$ cat src/mprc_pkg.sv
// mprc_pkg: types, codes and the crc byte step for the modbus power reply checker
// used by mprc_frame and modbus_power_response_check_core; no dependencies
package mprc_pkg;

  localparam int MAX_REGISTERS = 10;

  localparam logic [15:0] CRC_INIT        = 16'hFFFF;
  localparam logic [15:0] CRC_POLY        = 16'hA001;
  localparam logic [7:0]  FUNC_READ_INPUT = 8'h04;
  localparam logic [5:0]  INDEX_MAX       = 6'd63;
  localparam logic [3:0]  RUN_MAX         = 4'd15;

  localparam logic [7:0] SLAVE_ADDRESS_RESET   = 8'd1;
  localparam logic [3:0] REGISTER_COUNT_RESET  = 4'd10;
  localparam logic [3:0] FAULT_THRESHOLD_RESET = 4'd3;

  localparam logic [1:0] REG_SLAVE_ADDRESS   = 2'd0;
  localparam logic [1:0] REG_REGISTER_COUNT  = 2'd1;
  localparam logic [1:0] REG_FAULT_THRESHOLD = 2'd2;

  localparam logic [1:0] OP_DATA    = 2'd0;
  localparam logic [1:0] OP_LAST    = 2'd1;
  localparam logic [1:0] OP_TIMEOUT = 2'd2;
  localparam logic [1:0] OP_UNUSED  = 2'd3;

  localparam logic [2:0] STATUS_OK       = 3'd0;
  localparam logic [2:0] STATUS_TIMEOUT  = 3'd1;
  localparam logic [2:0] STATUS_LENGTH   = 3'd2;
  localparam logic [2:0] STATUS_ADDRESS  = 3'd3;
  localparam logic [2:0] STATUS_FUNCTION = 3'd4;
  localparam logic [2:0] STATUS_COUNT    = 3'd5;
  localparam logic [2:0] STATUS_CRC      = 3'd6;

  localparam logic [2:0] HERR_ADDR  = 3'b001;
  localparam logic [2:0] HERR_FUNC  = 3'b010;
  localparam logic [2:0] HERR_COUNT = 3'b100;

  typedef struct packed {
    logic [1:0] op;
    logic [7:0] rx_byte;
  } in_item_t;

  typedef struct packed {
    logic [2:0]  status;
    logic [31:0] power_tenths_watt;
    logic        fault_flag;
    logic        fault_changed;
  } out_item_t;

  typedef struct packed {
    logic [7:0] slave_address;
    logic [3:0] register_count;
    logic [3:0] fault_threshold;
  } cfg_t;

  function automatic logic [15:0] crc_byte(input logic [15:0] crc, input logic [7:0] b);
    logic [15:0] c;
    c = crc ^ {8'h00, b};
    for (int k = 0; k < 8; k++) begin
      if (c[0]) c = (c >> 1) ^ CRC_POLY;
      else      c = c >> 1;
    end
    return c;
  endfunction

endpackage

$ cat src/mprc_frame.sv
// mprc_frame: per-reply state (byte count, crc, header checks, power word) and fault tracking
// depends on mprc_pkg; result is combinational, registered by the top level
module mprc_frame (
  input  logic                clk,
  input  logic                rst,
  input  logic                take,
  input  mprc_pkg::in_item_t  item,
  input  mprc_pkg::cfg_t      cfg,
  output logic                has_result,
  output mprc_pkg::out_item_t result
);
  import mprc_pkg::*;

  logic [5:0]  byte_index;
  logic [15:0] running_crc;
  logic [15:0] crc_prev;
  logic [7:0]  tail_byte;
  logic [2:0]  header_errors;
  logic [31:0] power_word;
  logic [3:0]  error_run;
  logic        fault_state;

  logic [5:0]  regs;
  logic [6:0]  frame_len;
  logic [5:0]  byte_index_next;
  logic [2:0]  header_errors_next;
  logic [31:0] power_word_next;
  logic [15:0] running_crc_next;
  logic [3:0]  error_run_next;
  logic        fault_state_next;
  logic [2:0]  status;
  logic        is_byte;

  always_comb begin
    regs = (6'(cfg.register_count) > 6'(MAX_REGISTERS)) ? 6'(MAX_REGISTERS)
                                                         : 6'(cfg.register_count);
    frame_len = {regs, 1'b0} + 7'd5;
    is_byte = (item.op == OP_DATA) || (item.op == OP_LAST);

    header_errors_next = header_errors;
    if (byte_index == 6'd0 && item.rx_byte != cfg.slave_address)
      header_errors_next = header_errors_next | HERR_ADDR;
    if (byte_index == 6'd1 && item.rx_byte != FUNC_READ_INPUT)
      header_errors_next = header_errors_next | HERR_FUNC;
    if (byte_index == 6'd2 && item.rx_byte != {1'b0, regs, 1'b0})
      header_errors_next = header_errors_next | HERR_COUNT;

    power_word_next = power_word;
    case (byte_index)
      6'd9:    power_word_next[15:8]  = item.rx_byte;
      6'd10:   power_word_next[7:0]   = item.rx_byte;
      6'd11:   power_word_next[31:24] = item.rx_byte;
      6'd12:   power_word_next[23:16] = item.rx_byte;
      default: power_word_next = power_word;
    endcase

    running_crc_next = crc_byte(running_crc, item.rx_byte);
    byte_index_next  = (byte_index < INDEX_MAX) ? byte_index + 6'd1 : byte_index;

    if (item.op == OP_TIMEOUT)
      status = STATUS_TIMEOUT;
    else if ({1'b0, byte_index_next} != frame_len)
      status = STATUS_LENGTH;
    else if ((header_errors_next & HERR_ADDR) != 3'b000)
      status = STATUS_ADDRESS;
    else if ((header_errors_next & HERR_FUNC) != 3'b000)
      status = STATUS_FUNCTION;
    else if ((header_errors_next & HERR_COUNT) != 3'b000)
      status = STATUS_COUNT;
    else if (crc_prev != {item.rx_byte, tail_byte})
      status = STATUS_CRC;
    else
      status = STATUS_OK;

    if (status == STATUS_OK) begin
      error_run_next   = 4'd0;
      fault_state_next = 1'b0;
    end else begin
      error_run_next   = (error_run < RUN_MAX) ? error_run + 4'd1 : error_run;
      fault_state_next = fault_state || (error_run_next >= cfg.fault_threshold);
    end

    has_result               = (item.op == OP_LAST) || (item.op == OP_TIMEOUT);
    result.status            = status;
    result.power_tenths_watt = (status == STATUS_OK) ? power_word_next : 32'd0;
    result.fault_flag        = fault_state_next;
    result.fault_changed     = fault_state_next != fault_state;
  end

  always_ff @(posedge clk) begin
    if (rst) begin
      byte_index    <= '0;
      running_crc   <= CRC_INIT;
      crc_prev      <= CRC_INIT;
      tail_byte     <= '0;
      header_errors <= '0;
      power_word    <= '0;
      error_run     <= '0;
      fault_state   <= 1'b0;
    end else if (take) begin
      if (has_result) begin
        // end of reply: back to an empty frame
        byte_index    <= '0;
        running_crc   <= CRC_INIT;
        crc_prev      <= CRC_INIT;
        tail_byte     <= '0;
        header_errors <= '0;
        power_word    <= '0;
        error_run     <= error_run_next;
        fault_state   <= fault_state_next;
      end else if (is_byte) begin
        byte_index    <= byte_index_next;
        running_crc   <= running_crc_next;
        crc_prev      <= running_crc;
        tail_byte     <= item.rx_byte;
        header_errors <= header_errors_next;
        power_word    <= power_word_next;
      end
    end
  end

endmodule

$ cat src/modbus_power_response_check_core.sv
// modbus_power_response_check_core: modbus rtu reply checker top level
// depends on mprc_pkg and mprc_frame
// the ending transaction is registered in s1, then its result in the output register
// throughput: one input transaction per cycle, unless out_stall holds back a reply end
// an output register parts the channels, so data bytes are taken while a result waits
// reset (rst, synchronous) empties the pipeline, clears frame and fault state, loads defaults
module modbus_power_response_check_core (
  input  logic                clk,
  input  logic                rst,
  input  logic                in_valid,
  output logic                in_stall,
  input  mprc_pkg::in_item_t  in_data,
  output logic                out_valid,
  input  logic                out_stall,
  output mprc_pkg::out_item_t out_data,
  input  logic                cfg_we,
  input  logic [1:0]          cfg_index,
  input  logic [7:0]          cfg_data
);
  import mprc_pkg::*;

  cfg_t      cfg;
  logic      s1_valid;
  in_item_t  s1_item;
  logic      s1_fire;
  logic      has_result;
  out_item_t result;

  always_ff @(posedge clk) begin
    if (rst) begin
      cfg.slave_address   <= SLAVE_ADDRESS_RESET;
      cfg.register_count  <= REGISTER_COUNT_RESET;
      cfg.fault_threshold <= FAULT_THRESHOLD_RESET;
    end else if (cfg_we) begin
      unique case (cfg_index)
        REG_SLAVE_ADDRESS:   cfg.slave_address   <= cfg_data;
        REG_REGISTER_COUNT:  cfg.register_count  <= cfg_data[3:0];
        REG_FAULT_THRESHOLD: cfg.fault_threshold <= cfg_data[3:0];
        default: ;
      endcase
    end
  end

  assign s1_fire  = s1_valid && (!has_result || !out_valid || !out_stall);
  assign in_stall = s1_valid && !s1_fire;

  always_ff @(posedge clk) begin
    if (rst) begin
      s1_valid <= 1'b0;
    end else if (in_valid && !in_stall) begin
      s1_valid <= 1'b1;
    end else if (s1_fire) begin
      s1_valid <= 1'b0;
    end
  end

  always_ff @(posedge clk) begin
    if (in_valid && !in_stall) begin
      s1_item <= in_data;
    end
  end

  mprc_frame u_frame (
    .clk        (clk),
    .rst        (rst),
    .take       (s1_fire),
    .item       (s1_item),
    .cfg        (cfg),
    .has_result (has_result),
    .result     (result)
  );

  always_ff @(posedge clk) begin
    if (rst) begin
      out_valid <= 1'b0;
    end else if (s1_fire && has_result) begin
      out_valid <= 1'b1;
    end else if (!out_stall) begin
      out_valid <= 1'b0;
    end
  end

  always_ff @(posedge clk) begin
    if (s1_fire && has_result) begin
      out_data <= result;
    end
  end

endmodule
$ cat config.mk
export PLATFORM = sky130hd
export DESIGN_NAME = modbus_power_response_check_core
export DESIGN_NICKNAME = d
export VERILOG_FILES = /design/src/mprc_pkg.sv /design/src/mprc_frame.sv /design/src/modbus_power_response_check_core.sv
export SDC_FILE = /design/constraint.sdc
export NUM_CORES = 1
export LEC_CHECK = 0
export CAP_MARGIN = 5
export CORE_ASPECT_RATIO = 1.1
export CORE_MARGIN = 2
export CORE_UTILIZATION = 38
export DETAILED_ROUTE_END_ITERATION = 8
export DONT_BUFFER_PORTS = 1
export PLACE_DENSITY_LB_ADDON = 0.12
export SLEW_MARGIN = 25
export SYNTH_ARGS = -nofsm -noshare
export SYNTH_HDL_FRONTEND = slang
export SYNTH_SLANG_ARGS = --single-unit
$ cat constraint.sdc
create_clock -name clk -period 4 [get_ports clk]
set_input_delay 0.8 -clock clk [delete_from_list [all_inputs] [get_ports clk]]
set_output_delay 0.8 -clock clk [all_outputs]
set_load 0.01 [all_outputs]
Yosys cells after proc, flatten, opt, wreduce, memory -nomap -nowiden. Index checks and enable logic that the tools add are counted.

Register bits: 151. Bits in latches: 0. Bits in writable memories: 0. ROM bits: 0. Input bits: 25. Output and inout bits: 39. Memories: 0.

Add/sub/neg operators: 3. Multipliers: 0. Div/mod/pow operators: 0. $lt $le $gt $ge: 4. Equality and inequality tests: 17. Shift-type cells: 0. Multiplexer cells: 42. Bitwise logic cells: 9. Reduce and logical (&&, ||, !) cells: 28.

Operators by type and width (number): 16-bit 2-to-1 mux (12); 32-bit 2-to-1 mux (2); 8-bit 2-to-1 mux (6); 3-bit 2-to-1 mux (9); 6-bit by 4-bit equality test with 1-bit output, second input constant (4); 2-bit inverter with 3-bit output (8); 6-bit 2-to-1 mux (3); 16-bit inequality test (1); 16-bit by 8-bit XOR with 16-bit output (1); 4-bit 2-to-1 mux (3); 2-bit AND reduction (5); 8-bit by 3-bit inequality test with 1-bit output, second input constant (1); 8-bit by 7-bit inequality test with 1-bit output (1); 8-bit inequality test (1); 7-bit by 3-bit adder with 7-bit output, second input constant (1); 1-bit logical AND (7); 6-bit by 7-bit inequality test with 1-bit output (1); 6-bit by 1-bit adder with 6-bit output, second input constant (1); 6-bit by 1-bit equality test with 1-bit output, second input constant (1); 6-bit by 2-bit equality test with 1-bit output, second input constant (1); 6-bit zero test (1); 6-bit < comparator, second input constant (1); 1-bit 2-to-1 mux (6); 1-bit zero test (5); other kinds (13) (21).

Logic depth before layout (Yosys ltp). Gate-level depths: netlist of the first run.

Depth after elaboration: 19. Gate-level depth with buffers: 10. Mapped depth without buffers: 10.

By module. A second synthesis of the first run with hierarchy kept.

Cell total of the unflattened synthesis: 706. Area total of the unflattened synthesis: 6820.3 µm².

By module, submodules not included: mprc_frame (times used 1, cells each 579, area an instance 4623.2 µm², seq. area each 1621.6 µm²); modbus_power_response_check_core (times used 1, cells each 127, area an instance 2197.1 µm², seq. area each 1771.7 µm²).

Worst setup path after synthesis of the first run. No wires, ideal clock.

Kind: reg2reg. From: register s1_item[6] (netlist bit). To: register out_data[0] (netlist bit), data pin. Arrival time: 2271 ps. Path slack: 1467 ps. Cell stages (with the launch flop): 9. Path buffers: 1. Clock period less this slack: 2533 ps. Cell sequence: edfxtp_1 -> xnor2_1 -> nand2_1 -> or3b_1 -> or4_1 -> nor4_2 -> and2_1 -> buf_6 -> mux2_1.

RTL lines: start: declaration (line modbus_power_response_check_core.sv:24) `in_item_t s1_item;`; start signal: assignment (line modbus_power_response_check_core.sv:59) `s1_item <= in_data;`; end signal: assignment (line modbus_power_response_check_core.sv:85) `out_data <= result;`; end: declaration (line modbus_power_response_check_core.sv:15) `output mprc_pkg::out_item_t out_data,`.

==> results.json, run 1 <==
{
  "outcome": "finished, final reports clean",
  "place.gp.congestion": 0.8569,
  "critical_path.cell_chain": "xnor2_1 > ha_1 > nand3_1 > or4_1 > nor4_2 > and2_1 > mux2_1",
  "dieWidth_um": 131.0,
  "power_density_nw_per_um2": 461.5,
  "cts.sinks": 146,
  "routed_via_density": 5.409,
  "synth_top_area_cell": "dfxtp_1",
  "path_class": "register to register",
  "vias": 5084,
  "syn-num-nets": 748,
  "max_stage_delay_ns": 0.64,
  "cts_made_buffers": 17,
  "worst_hold_slack_ns": 0.4575,
  "grt_start_max_net_pins": 102,
  "finalWirelength_um": 16680,
  "drive_gt1_share_pct": 6.838,
  "antenna_cells": 0,
  "htree_levels": 4,
  "rows": 51,
  "p_leak_uw": 0.002657,
  "drc_errors": 0,
  "cts_root_buf": "clkbuf_16",
  "ys_ff_latch": 146,
  "antenna_found_initial": 0,
  "synth-edff-count": 47,
  "finalNetCount": 728,
  "async_flop_share_pct": 0,
  "fmax_ghz": 0.3214,
  "cts_tree": "built",
  "io_buffers": 0,
  "fin_crit_ns": 3.112,
  "post-cts-setup-buffer-count": 0,
  "wl_per_cell_um": 17.74,
  "cp_max_fo": 13,
  "worst_path_max_delay_cell": "edfxtp_1",
  "hp-class": "input port to register",
  "drtIter0Drc": 405,
  "slew_headroom_pct": 41.56,
  "irDropWorstVdd_uv": 307.0,
  "syn_inst": 709,
  "yosys.area.top_type_share_pct": 29.39,
  "cap_violations": 0,
  "dp_hpwl_um": 10540,
  "hold_viol": 0,
  "overflow": 0,
  "synth_cell_type_count": 53,
  "worstMarginPinSlew_ns": 0.8728,
  "arrival_ns": 3.28,
  "setup_viol": 0,
  "die_area_um2": 18830,
  "num_io_pins": 64,
  "nFillCells": 1679,
  "cp-start-kind": "register",
  "syn-cell-area_um2": 6743,
  "die_h_um": 143.7,
  "ant_nets": 0,
  "areaGrowthSynthToFinish_pct": 12.10,
  "synth_area_per_cell_um2": 9.510,
  "grt_use_total_pct": 18.37,
  "ys_seq_area_share_pct": 50.32,
  "seqCellArea_um2": 3393,
  "ys_warn_count": 0,
  "drt_first_pass_iters": 5,
  "finalMaxSlewViolations": 0,
  "crit_path_end_kind": "register",
  "rsz0062_at_grt": "false",
  "cts_hold_buf": 0,
  "clkTransAtPathRegs_ns": 0.06,
  "cp.buffers_inverters": 0,
  "synthFlopType": "dfxtp_1",
  "grt_pass1_wl_um": 26260,
  "fin_crit_sh_pct": 77.79,
  "start_util_pct": 38.42,
  "post_cts_resized": 0,
  "yosys-top-cells-area": "dfxtp_1 (29%), edfxtp_1 (21%), nand2_1 (4.6%)",
  "coreArea_um2": 17550,
  "cts_buffer_depth": 2,
  "multi_input_area_um2": 3112,
  "clock_latency_ns": 0.42,
  "grt_pass1_vias": 4724,
  "tns_ns": 0,
  "r2r_slack_ns": 0.89,
  "cp_top_family": "simple AND/OR/NAND/NOR gates",
  "skew_ns": 0.005907,
  "required_ns": 4.17
}
==> per-layer routing <==
metal / GRT usage, % / routed length [um] / up-vias
met5: 0 / 0 / -
met4: 6.271 / 246 / 0
met3: 4.468 / 866 / 21
met2: 28.88 / 7951 / 168
met1: 24.68 / 7615 / 2430
li1: - / - / 2465
==> report_power, final <==
part	internal (uW)	leakage (uW)	switching [uW]
registers	1560	0.00130	31.5
clock network	1060	0.000304	600
logic	93.0	0.00106	143
==> cells in the final DEF, fill, tap and decap left out, types with 4 or more instances in the layout <==
cell type | netlist | routed
buf_4 | 0 | 12
nand2_1 | 82 | 82
xor2_1 | 18 | 18
inv_1 | 11 | 11
clkinv_2 | 0 | 4
a32oi_1 | 32 | 32
nor3_1 | 7 | 7
nand3_1 | 20 | 20
clkbuf_16 | 0 | 18
o22ai_1 | 6 | 6
nand2b_1 | 30 | 30
nor4_1 | 5 | 5
nor2b_1 | 5 | 5
nand3b_1 | 27 | 27
a21oi_1 | 45 | 45
nor2_1 | 82 | 82
mux2i_1 | 20 | 20
xnor2_1 | 30 | 30
ha_1 | 14 | 13
a211o_1 | 4 | 4
edfxtp_1 | 47 | 47
a31oi_1 | 5 | 5
o21ai_0 | 25 | 25
dfxtp_1 | 99 | 99
==> kinds of logic (layout without fill, tap and decap cells) <==
group / Yosys count / in the layout / share of synthesized area (%)
buffers and inverters: 62 / 55 / 3.637
muxes: 22 / 22 / 3.303
and+or+nand+nor: 282 / 282 / 20.47
AOI/OAI and AO/OA: 133 / 133 / 12.77
DFF: 146 / 146 / 50.32
adders and majority gates: 14 / 14 / 2.598
xor gates and xnor gates: 50 / 50 / 6.903
==> stage by stage <==
| stage | area, um2 | cells | setup WS, ns | utilization, % | power, uW |
|---|---|---|---|---|---|
| after floorplan | 6743 | 709 | 1.467 | - | 1805 |
| after global placement | 6934 | 908 | 0.9605 | 39.52 | 1854 |
| after detailed placement | 6934 | 908 | 0.8719 | 39.52 | 1858 |
| after CTS | 7559 | 940 | 0.8371 | 43.07 | 3525 |
| after global routing | 7559 | 940 | 0.6915 | 43.07 | 3618 |
| final | 7559 | 940 | 0.8882 | 43.07 | 3488 |
==> cell type report <==
type	instances	area share, %
Timing Repair Buffer	12	1.192
Inverter	11	0.5463
Clock buffer	22	6.555
Tap cell	238	3.940
Clock inverter	10	1.705
Multi-Input combinational cell	501	41.17
Sequential cell	146	44.89
==> sequential cells by signal (all words and copies together) (netlist names) <==
name and flops:
out_data 37, u_frame.power_word 32, cfg 16, u_frame.crc_prev 16, u_frame.running_crc 11, s1_item 10
u_frame.tail_byte 8, u_frame.byte_index 6, u_frame.error_run 4, u_frame.header_errors 3, out_valid 1, s1_valid 1
u_frame.fault_state 1
==> Yosys cell counts, types with 2 or more instances <==
master / instances
o2bb2ai_1: 2
nand2_1: 82
or3_1: 3
nand4_1: 3
a211oi_1: 2
clkbuf_1: 39
buf_2: 4
a21oi_1: 45
a22oi_1: 3
mux2i_1: 20
buf_1: 7
a31oi_1: 5
and4_1: 2
edfxtp_1: 47
a21o_1: 3
dfxtp_1: 99
o22ai_1: 6
nor3_1: 7
and2_1: 3
a32oi_1: 32
a211o_1: 4
o21ai_0: 25
ha_1: 14
nor2b_1: 5
nor4_1: 5
xnor3_1: 2
inv_1: 11
and3_1: 3
nand3_1: 20
nand3b_1: 27
nand2b_1: 30
xnor2_1: 30
nor2_1: 82
xor2_1: 18
==> worst paths after layout <==
check | start | endpoint | cells after the start
setup / recovery | s1_item[2] | out_data[0] | 7
hold / removal | rst | cfg[3] | 1
setup reg to reg | s1_item[2] | out_data[0] | 7
hold reg to reg | u_frame.tail_byte[4] | u_frame.tail_byte[4] | 2
Note: power is estimated with default switching activity, not from simulation.
==> inputs of run 2 (changes only) <==
==> constraint.sdc (replaced) <==
create_clock -name clk -period 3.05 [get_ports clk]
set_input_delay 0.61 -clock clk [delete_from_list [all_inputs] [get_ports clk]]
set_output_delay 0.61 -clock clk [all_outputs]
set_load 0.01 [all_outputs]
==> run 2 against run 1 <==
Against the previous run: largest power group unchanged; non-clock buffer count grew 5; sequential cell count stayed put; die area is the same; clock skew up 0.0017 ns; sequential power rose by 31%; wire length down 0.37%; clock power is 26% higher.
==> results.json, run 2 (synthesized netlist as in run 1, its figures left out) <==
{
  "outcome": "finished, final reports clean",
  "die_h_um": 143.7,
  "finalMaxSlewViolations": 0,
  "ant_nets": 0,
  "finalWirelength_um": 16620,
  "reg_top3": "out_data x37, u_frame.power_word x32",
  "fin_crit_ns": 2.723,
  "seqPwrFrac_pct": 46.3,
  "fin_crit_sh_pct": 89.28,
  "cp-start-kind": "register",
  "pwr-share-clk_pct": 46.5,
  "slew_headroom_pct": 38.40,
  "vias": 5146,
  "path_class": "register to register",
  "cts_root_buf": "clkbuf_16",
  "skew_ns": 0.007594,
  "overflow": 0,
  "io_buffers": 0,
  "final_cell_mix": "dfxtp_1 (99), nand2_1 (82), nor2_1 (82)",
  "p_leak_uw": 0.002669,
  "drtIter0Drc": 507,
  "post-cts-setup-buffer-count": 0,
  "setup_viol": 0,
  "grt_start_max_net_pins": 102,
  "drc_errors": 0,
  "crit_path_end_kind": "register",
  "cts_made_buffers": 17,
  "p_int_uw": 3463,
  "start_util_pct": 38.42,
  "areaGrowthSynthToFinish_pct": 12.17,
  "wl_per_cell_um": 17.58,
  "power_density_nw_per_um2": 593.4,
  "num_io_pins": 64,
  "tns_ns": 0,
  "required_ns": 3.22,
  "cts_tree": "built",
  "clkTransAtPathRegs_ns": 0.06,
  "post_cts_resized": 0,
  "arrival_ns": 2.89,
  "antenna_found_initial": 0,
  "rows": 51,
  "final_area_um2": 7564,
  "swShare_pct": 22.85,
  "routed_via_density": 5.446,
  "coreArea_um2": 17550,
  "cp_max_fo": 9,
  "place.gp.congestion": 0.8918,
  "place_area_um2": 6972,
  "cts_hold_buf": 0,
  "clock_latency_ns": 0.43,
  "drt_first_pass_iters": 7,
  "combPwrFrac_pct": 7.2,
  "cts.sinks": 146,
  "hold_viol": 0,
  "cap_violations": 0,
  "grt_pass1_vias": 4933,
  "irDropWorstVdd_uv": 372.8,
  "antenna_cells": 0,
  "cts_buffer_depth": 2,
  "largest-register": "out_data",
  "drive_gt1_share_pct": 7.355,
  "die_area_um2": 18830,
  "dp_hpwl_um": 10470,
  "dieWidth_um": 131.0,
  "switchingPower_uw": 1026,
  "grt_pass1_wl_um": 26930,
  "hp-class": "input port to register",
  "finalNetCount": 733,
  "final_common_cell": "dfxtp_1",
  "largest_reg_flops": 37,
  "worstMarginPinSlew_ns": 0.9221,
  "grt_use_total_pct": 18.81,
  "htree_levels": 4,
  "rsz0062_at_grt": "false",
  "fmax_ghz": 0.3672
}
run 2: cell types whose count changed in the layout (fill, tap and decap cells not counted), sizes merged:
cell      before  now
clkinvlp       2    1
buf           12   17
bufinv         3    2
inv           11   12
clkbuf        22   23
run 2: stage by stage:
step                      setup WS (ns)  instances  power [uW]  hold slack [ns]  util, %
after global placement           0.3716        913        2440           0.4491    39.73
after detailed placement         0.3142        913        2443           0.4571    39.73
after floorplan                  0.5173        709        2367           0.4423        -
after global routing             0.1379        945        4656           0.2429    43.10
final                            0.3270        945        4488           0.2660    43.10
after CTS                        0.2971        945        4535           0.2429    43.10
run 2: final timing paths:
path / end / cells after the start / slack, ns / from
worst max register to register: out_data[0] / 8 / 0.33 / u_frame.byte_index[0]
worst max-delay path: out_data[0] / 8 / 0.33 / u_frame.byte_index[0]
worst min-delay path: u_frame.power_word[9] / 1 / 0.27 / rst
worst min register to register: u_frame.tail_byte[3] / 2 / 0.47 / u_frame.tail_byte[3]
run 2: cell type report:
class	count	area (um2)
Tap cell	238	297.8
Inverter	11	41.29
Timing Repair Buffer	17	127.6
Clock inverter	9	102.6
Sequential cell	146	3393
Multi-Input combinational cell	501	3112
Clock buffer	23	489.2
Fill cell	1706	9985
run 2: critical path, stage by stage, from the launching register on:
cell     delay (ns)
dfxtp_1        0.49
ha_1           0.30
nand3_1        0.12
nor2_1         0.28
mux2i_1        0.26
xnor2_1        0.15
and4b_1        0.24
and2_1         0.27
mux2_1         0.35
run 2: metal layers:
metal | track usage (%) | wire (um) | vias to the layer above
met1 | 25.77 | 7883 | 2484
li1 | - | - | 2475
met3 | 5.175 | 890 | 22
met5 | 0 | 0 | -
met2 | 29.07 | 7614 | 165
met4 | 5.319 | 229 | 0
run 2: power groups by stage:
| stage | sequential (uW) | clock, uW | combinational, uW |
|---|---|---|---|
| 2_1_floorplan | 2110 | 0 | 255 |
| 3_3_place_gp | 2120 | 0 | 321 |
| 3_5_place_dp | 2120 | 0 | 322 |
| 4_1_cts | 2080 | 2130 | 325 |
| 5_1_grt | 2080 | 2210 | 357 |
| 6_report | 2080 | 2090 | 324 |
